File: config.mk
export PLATFORM = sky130hd
export DESIGN_NAME = sv39m_ctrl
export DESIGN_NICKNAME = d
export VERILOG_FILES = /design/src/hw/rtl/sv39_page_table_mapper_core_macros.svh /design/src/hw/rtl/sv39m_pkg.sv /design/src/hw/rtl/sv39m_ctrl.sv
export SDC_FILE = /design/constraint.sdc
export NUM_CORES = 1
export LEC_CHECK = 0
export BUFFER_PORTS_ARGS = -buffer_cell sky130_fd_sc_hd__buf_2
export CAP_MARGIN = 20
export CORE_MARGIN = 4
export CORE_UTILIZATION = 40
export CTS_BUF_LIST = sky130_fd_sc_hd__clkbuf_8
export DETAILED_ROUTE_END_ITERATION = 12
export GPL_ROUTABILITY_DRIVEN = 0
export HOLD_SLACK_MARGIN = 0.02
export PLACE_DENSITY = 0.73
export SLEW_MARGIN = 5
export SYNTH_ARGS = -nofsm -noshare
export SYNTH_HDL_FRONTEND = slang
export SYNTH_SLANG_ARGS = --single-unit
File: constraint.sdc
create_clock -name clk -period 3.71 [get_ports clk]
set_clock_uncertainty 0.2 [all_clocks]
set_input_delay 0.1855 -clock clk [delete_from_list [all_inputs] [get_ports clk]]
set_output_delay 0.1855 -clock clk [all_outputs]
set_load 0.02 [all_outputs]
File: src/hw/rtl/sv39_page_table_mapper_core_macros.svh
// assertion macros for the sv39 page table mapper
// no dependencies; included by the top level only
`ifndef SV39_PAGE_TABLE_MAPPER_CORE_MACROS_SVH
`define SV39_PAGE_TABLE_MAPPER_CORE_MACROS_SVH

`ifndef SYNTHESIS

// same-cycle implication
`define SV39M_ASSERT_IMP(label, ck, rn, ante, cons) \
    label: assert property (@(posedge ck) disable iff (!rn) (ante) |-> (cons)) \
        else $error("sv39m assertion failed");

// next-cycle implication
`define SV39M_ASSERT_NXT(label, ck, rn, ante, cons) \
    label: assert property (@(posedge ck) disable iff (!rn) (ante) |=> (cons)) \
        else $error("sv39m assertion failed");

`else

`define SV39M_ASSERT_IMP(label, ck, rn, ante, cons)
`define SV39M_ASSERT_NXT(label, ck, rn, ante, cons)

`endif

`endif

File: src/hw/rtl/sv39m_pkg.sv
// shared types and constants for the sv39 page table mapper
// no dependencies; imported by every module of the block
`timescale 1ns / 1ps

package sv39m_pkg;

    localparam int VA_W       = 39;
    localparam int PPN_W      = 44;
    localparam int CNT_W      = 16;
    localparam int PERM_W     = 8;
    localparam int STAT_W     = 3;
    localparam int PTE_W      = 54;
    localparam int FLAG_W     = 10;
    localparam int VPN_W      = 9;
    localparam int PAGE_SHIFT = 12;
    localparam int PTE_V_BIT  = 0;
    localparam int CFG_W      = 64;
    localparam int PADDR_W    = 4;
    localparam int CFG_IDX_LSB = 3;

    localparam logic CFG_IDX_BASE = 1'b0;

    localparam logic OP_MAP    = 1'b0;
    localparam logic OP_LOOKUP = 1'b1;

    localparam logic [STAT_W-1:0] STAT_OK         = 3'd0;
    localparam logic [STAT_W-1:0] STAT_MISALIGNED = 3'd1;
    localparam logic [STAT_W-1:0] STAT_ZERO_COUNT = 3'd2;
    localparam logic [STAT_W-1:0] STAT_RANGE      = 3'd3;
    localparam logic [STAT_W-1:0] STAT_REMAP      = 3'd4;
    localparam logic [STAT_W-1:0] STAT_NO_PAGE    = 3'd5;

    localparam logic [1:0] LVL_0 = 2'd0;
    localparam logic [1:0] LVL_1 = 2'd1;
    localparam logic [1:0] LVL_2 = 2'd2;

    typedef struct packed {
        logic              operation;
        logic [VA_W-1:0]   virt_addr;
        logic [PPN_W-1:0]  phys_page;
        logic [CNT_W-1:0]  page_count;
        logic [PERM_W-1:0] permissions;
    } req_t;

    typedef struct packed {
        logic [STAT_W-1:0] status;
        logic [PTE_W-1:0]  leaf_entry;
    } res_t;

    typedef enum logic [3:0] {
        S_CLEAR,
        S_IDLE,
        S_CHECK,
        S_PAGE,
        S_EV2,
        S_RD1,
        S_EV1,
        S_RD0,
        S_EV0,
        S_DONE
    } state_t;

    typedef struct packed {
        logic              clear_step;
        logic              load;
        logic              rd_en;
        logic              rd_root;
        logic [1:0]        rd_level;
        logic              follow;
        logic              alloc;
        logic              write_leaf;
        logic              take_leaf;
        logic              next_page;
        logic              set_status;
        logic [STAT_W-1:0] status_code;
    } dp_cmd_t;

    typedef struct packed {
        logic clear_last;
        logic lookup;
        logic misaligned;
        logic zero_count;
        logic out_of_range;
        logic entry_valid;
        logic child_ok;
        logic store_full;
        logic last_page;
    } dp_stat_t;

endpackage

File: src/hw/rtl/sv39m_ctrl.sv
// walk controller: clearing pass, input checks and the per-level walk sequence
// depends on sv39m_pkg; drives sv39m_datapath through dp_cmd_t
`timescale 1ns / 1ps

module sv39m_ctrl
    import sv39m_pkg::*;
(
    input  logic     clk,
    input  logic     rst_n,
    input  logic     start,
    input  dp_stat_t dp_st,
    output dp_cmd_t  dp_cmd,
    output logic     busy,
    output logic     done
);

    state_t state_reg;
    state_t state_next;

    always_ff @(posedge clk or negedge rst_n)
    begin
        if (!rst_n)
        begin
            state_reg <= S_CLEAR;
        end
        else
        begin
            state_reg <= state_next;
        end
    end

    always_comb
    begin
        state_next = state_reg;
        dp_cmd     = '0;
        busy       = 1'b1;
        done       = 1'b0;
        case (state_reg)
            S_CLEAR:
            begin
                dp_cmd.clear_step = 1'b1;
                if (dp_st.clear_last)
                begin
                    state_next = S_IDLE;
                end
            end
            S_IDLE:
            begin
                busy = 1'b0;
                if (start)
                begin
                    dp_cmd.load = 1'b1;
                    state_next  = S_CHECK;
                end
            end
            S_CHECK:
            begin
                if (!dp_st.lookup && dp_st.misaligned)
                begin
                    dp_cmd.set_status  = 1'b1;
                    dp_cmd.status_code = STAT_MISALIGNED;
                    state_next         = S_DONE;
                end
                else if (!dp_st.lookup && dp_st.zero_count)
                begin
                    dp_cmd.set_status  = 1'b1;
                    dp_cmd.status_code = STAT_ZERO_COUNT;
                    state_next         = S_DONE;
                end
                else
                begin
                    state_next = S_PAGE;
                end
            end
            S_PAGE:
            begin
                if (dp_st.out_of_range)
                begin
                    dp_cmd.set_status  = 1'b1;
                    dp_cmd.status_code = STAT_RANGE;
                    state_next         = S_DONE;
                end
                else
                begin
                    dp_cmd.rd_en    = 1'b1;
                    dp_cmd.rd_root  = 1'b1;
                    dp_cmd.rd_level = LVL_2;
                    state_next      = S_EV2;
                end
            end
            S_EV2, S_EV1:
            begin
                if (dp_st.entry_valid)
                begin
                    if (dp_st.child_ok)
                    begin
                        dp_cmd.follow = 1'b1;
                        state_next    = (state_reg == S_EV2) ? S_RD1 : S_RD0;
                    end
                    else
                    begin
                        dp_cmd.set_status  = 1'b1;
                        dp_cmd.status_code = STAT_NO_PAGE;
                        state_next         = S_DONE;
                    end
                end
                else if (dp_st.lookup || dp_st.store_full)
                begin
                    dp_cmd.set_status  = 1'b1;
                    dp_cmd.status_code = STAT_NO_PAGE;
                    state_next         = S_DONE;
                end
                else
                begin
                    dp_cmd.alloc = 1'b1;
                    state_next   = (state_reg == S_EV2) ? S_RD1 : S_RD0;
                end
            end
            S_RD1:
            begin
                dp_cmd.rd_en    = 1'b1;
                dp_cmd.rd_level = LVL_1;
                state_next      = S_EV1;
            end
            S_RD0:
            begin
                dp_cmd.rd_en    = 1'b1;
                dp_cmd.rd_level = LVL_0;
                state_next      = S_EV0;
            end
            S_EV0:
            begin
                if (dp_st.lookup)
                begin
                    if (dp_st.entry_valid)
                    begin
                        dp_cmd.take_leaf = 1'b1;
                    end
                    else
                    begin
                        dp_cmd.set_status  = 1'b1;
                        dp_cmd.status_code = STAT_NO_PAGE;
                    end
                    state_next = S_DONE;
                end
                else if (dp_st.entry_valid)
                begin
                    dp_cmd.set_status  = 1'b1;
                    dp_cmd.status_code = STAT_REMAP;
                    state_next         = S_DONE;
                end
                else
                begin
                    dp_cmd.write_leaf = 1'b1;
                    dp_cmd.next_page  = 1'b1;
                    state_next        = dp_st.last_page ? S_DONE : S_PAGE;
                end
            end
            S_DONE:
            begin
                done       = 1'b1;
                state_next = S_IDLE;
            end
            default:
            begin
                state_next = S_IDLE;
            end
        endcase
    end

endmodule

==> reports/qor_table.md <==
| Group | Quantity | Reported |
| --- | --- | --- |
| floorplanning | Floorplan die width | 44.6 um |
| floorplanning | Row Count | 12 |
| cts | Maximum number of buffers from clock root to sink | 2 |
| detailed routing | Final routed wirelength across all metal layers | 1.47 mm |
| critical path | Arrival @ worst endpoint | 1790 ps |
| critical path | Worst reg2reg endpoint | state_reg[3]$_DFFE_PN0P_ |
| synthesis | Simple-gate share of the synthesized area | 40.3% |
| pwr | Power density over cell area | 694 nW/um^2 |
| sta | Final setup violation count | 0 |
| critical path | Cell family contributing the most delay on the critical path | simple AND/OR/NAND/NOR gates |
| sta | Final-layout worst hold slack | 97.7 ps |
| detailed routing | Count of nets left with antenna violations after detail routing | 0 |
| synthesis | Most instantiated flip-flop cell in the synthesis netlist | dfrtp_1 |
| detailed routing | Post-DR vias/cell | 5.46 |
| final layout | Number of diodes | 0 |
| sta | Pin slew with the least headroom to its limit | 507 ps |
| final layout | Final cell count without fillers | 113 |
| floorplanning | Top-Level Pins | 29 |
| sta | Number of pins with negative max-slew slack in the final report | 0 |
| flow run | Max Cap Violations | 0 |
| final layout | Cell area after layout | 709 um^2 |
| synthesis | Share of the yosys chip area belonging to registers | 18.6% |
| final layout | Share of post-route cells with drive strength above 1 | 36.4% |
| detailed routing | Vias post-DR | 617 |
| final layout | Number of flip-flops under the largest register name | 4 |
| synthesis | Share of cell area taken by muxes after synthesis | 0% |
| detailed routing | Drt first pass iters | 4 |
| critical path | Internal reg-to-reg setup slack | 2050 ps |
| pwr | Peak ir drop on the vdd network | 0.330 mV |
| synthesis | Mean cell area of the mapped netlist | 7.25 um^2 |
| cts | TritonCTS clock tree | built |
| critical path | Setup crit start kind | flop |
| final layout | Final core utilization | 59.8% |
| detailed routing | Final routed wire length divided by cell count | 13.0 um |
| critical path | Element type at the critical path end | output pin |
| cts | Number of clock sinks | 4 |
| critical path | Stages on the worst setup path | 4 |
| critical path | Source of the worst register-to-register timing path | state_reg[0]$_DFFE_PN0P_ |
| synthesis | Compound-gate portion of the synthesized area | 24.5% |
| synthesis | Area leader, netlist | dfrtp_1 |
| critical path | Critical Path, Cell by Cell | nor4b_2 > nand2_1 > o211ai_1 > buf_2 |
| sta | Unrepaired setup endpoints after global routing | false |
| synthesis | Yosys cell types | 32 |
| final layout | Layout net count | 116 |
| grt | Overflow left after global routing | 0 |
| synthesis | Most frequent cell after synthesis | nand2_1 |
| critical path | Largest fanout on the critical path | 18 |
| cts | Resized cells post-CTS | 0 |
| critical path | Delay of the slowest cell on the worst path | 570 ps |
| cts | Root Buffer Master | clkbuf_8 |
| floorplanning | Floorplan Core Area | 1190 um^2 |
| synthesis | EDFF count, synth | 0 |
| hold path | Hold path cells | 4 |
| synthesis | Yosys warning count | 0 |
| grt | Global-route wire length before repair | 2.49 mm |
| placed design | Inst Count DP | 109 |
| synthesis | Cell area after synthesis | 537 um^2 |
| sta | Maximum frequency from static timing analysis | 0.460 GHz |
| synthesis | Adder and majority cell fraction of the synthesized area | 6.99% |
| final layout | Area growth syn-to-layout | 32.2% |
| sta | Final-layout setup total negative slack | 0 ps |
| critical path | Worst path slowest cell | nor4b_2 |
| cts | CTS Buf Count | 3 |
| grt | Number of antenna violations at the first check in global routing | 0 |
| sta | Count of endpoints failing hold in the final timing report | 0 |
| sta | Share of the cycle needed by the critical path after routing | 58.6% |
| sta | Worst rel slew slack | 66.2% |
| synthesis | Top-area cell type share of the netlist area | 18.6% |
| synthesis | Cells after Synth | 74 |
| placed design | Cell area after placement | 658 um^2 |
| floorplanning | Height of the die | 44.6 um |
| cts | Clock-pin slew of the registers on the worst-case setup and hold paths | 30 ps |
| synthesis | Largest family of logic cells by synthesized area | simple AND/OR/NAND/NOR gates |
| cts | Worst-Skew Late Latency | 220 ps |
| synthesis | Synthesized netlist net count | 89 |
| outcome | Result of the run | completed |
| detailed routing | Post-route DRC violation count | 0 |
| placed design | Half-perimeter wire length after detailed placement | 1.10 mm |
| synthesis | Proportion of register bits with asynchronous set or reset after synthesis | 100% |
| critical path | Reg2reg path depth | 3 |
| critical path | Kind of critical path | flop to output pin |
| floorplanning | Die Area | 1990 um^2 |
| detailed routing | DRT iter0 DRCs | 16 |
| pwr | Pleak | 0.000365 uW |
| critical path | Launching element of the worst setup path | state_reg[0]$_DFFE_PN0P_ |
| grt | Maximum number of pins on one net before global-route repair | 19 |
| critical path | Bufs and invs on worst path | 1 |
| cts | Number of post-CTS setup repair buffers | 0 |
| synthesis | Synth Register Bits | 4 |
| placed design | Input/output buffers | 28 |
| synthesis | Leading post-synthesis cells by cell area | dfrtp_1 (19%), nand2_1 (7.7%), ha_1 (7.0%) |
| critical path | Critical path data required time | 3320 ps |
| synthesis | Fraction of synthesized cell area in xor and xnor cells | 0% |
| critical path | Worst setup path endpoint | dp_cmd[3] |
| sta | Time the final worst path needs with I/O delays and setup | 2170 ps |
| grt | Combined global-route utilization of all metal layers | 16.7% |
| floorplanning | Initial Utilization | 45.3% |
| hold path | Worst Hold Class | input port to flop |
| cts | Number of H-tree levels | 1 |
| grt | Vias in the first global route | 623 |
[placed cells by master (no fill, tap or decap), types with 2 or more instances in the layout]
cell	n
buf_2	28
nand2_1	11
inv_1	4
nor2b_1	4
nor2_1	4
o211ai_1	4
dfrtp_1	4
nor3_1	3
o21ai_0	3
and2_1	3
ha_1	3
clkbuf_8	3
nand2b_1	2
a21oi_1	2
and3_1	2
a32oi_1	2
a21o_1	2
[worst min-delay path by stage]
| stage | slack [ps] | endpoint | start |
|---|---|---|---|
| 5_1_grt | 110 | state_reg[1]$_DFFE_PN0P_ | dp_st[0] |
| 3_5_place_dp | -210 | state_reg[2]$_DFFE_PN0P_ | rst_n |
| 3_3_place_gp | -210 | state_reg[3]$_DFFE_PN0P_ | rst_n |
| 6_report | 100 | state_reg[1]$_DFFE_PN0P_ | dp_st[0] |
| 4_1_cts | 100 | state_reg[1]$_DFFE_PN0P_ | rst_n |
| 2_1_floorplan | -310 | state_reg[0]$_DFFE_PN0P_ | rst_n |
[area by class of cell]
cell class                      count  area, um^2
Clock buffer                        3        41.3
Timing Repair Buffer               29         150
Multi-Input combinational cell     59         385
Inverter                            4        15.0
Tap cell                           14        17.5
Fill cell                         120         477
Sequential cell                     4         100
[stage by stage]
step	worst slack [ps]	power (uW)
2_1_floorplan	1890	325
3_3_place_gp	1870	394
3_5_place_dp	1760	398
4_1_cts	1550	492
5_1_grt	1390	536
6_report	1540	493
[worst register-to-register path, stage by stage (launching register included)]
cell and delay [ps]:
dfrtp_1 550, nor4b_2 580, a32oi_1 100, o211ai_1 140
[report_power, final]
group	switching, uW	total (uW)	internal [uW]	leakage [uW]
Clock	21.5	90.6	69.1	0.0000216
Combinational	166	279	113	0.000293
Sequential	61.4	123	61.8	0.0000506
[kinds of logic (layout without fill, tap and decap cells)]
| logic type | count (synthesis) | after routing |
|---|---|---|
| and+or+nand+nor | 38 | 38 |
| AOI/OAI and AO/OA | 18 | 18 |
| buffers and inverters | 11 | 36 |
| DFF | 4 | 4 |
| adders and majority gates | 3 | 3 |
[routing by layer]
layer  up-vias  GRT usage, %  routed length (um)
li1        311             -                   -
met1       277          20.5                 636
met2        27          26.6                 723
met3         2          4.88                 100
met4         0          7.23                   6
met5         -             0                   0
[timing repair]
item | CTS | global route
endpoints found under the hold margin | 4 | 0
endpoints found under the setup margin | 0 | 0
hold buffers | 1 | 0
(Power assumes the default switching activity.)
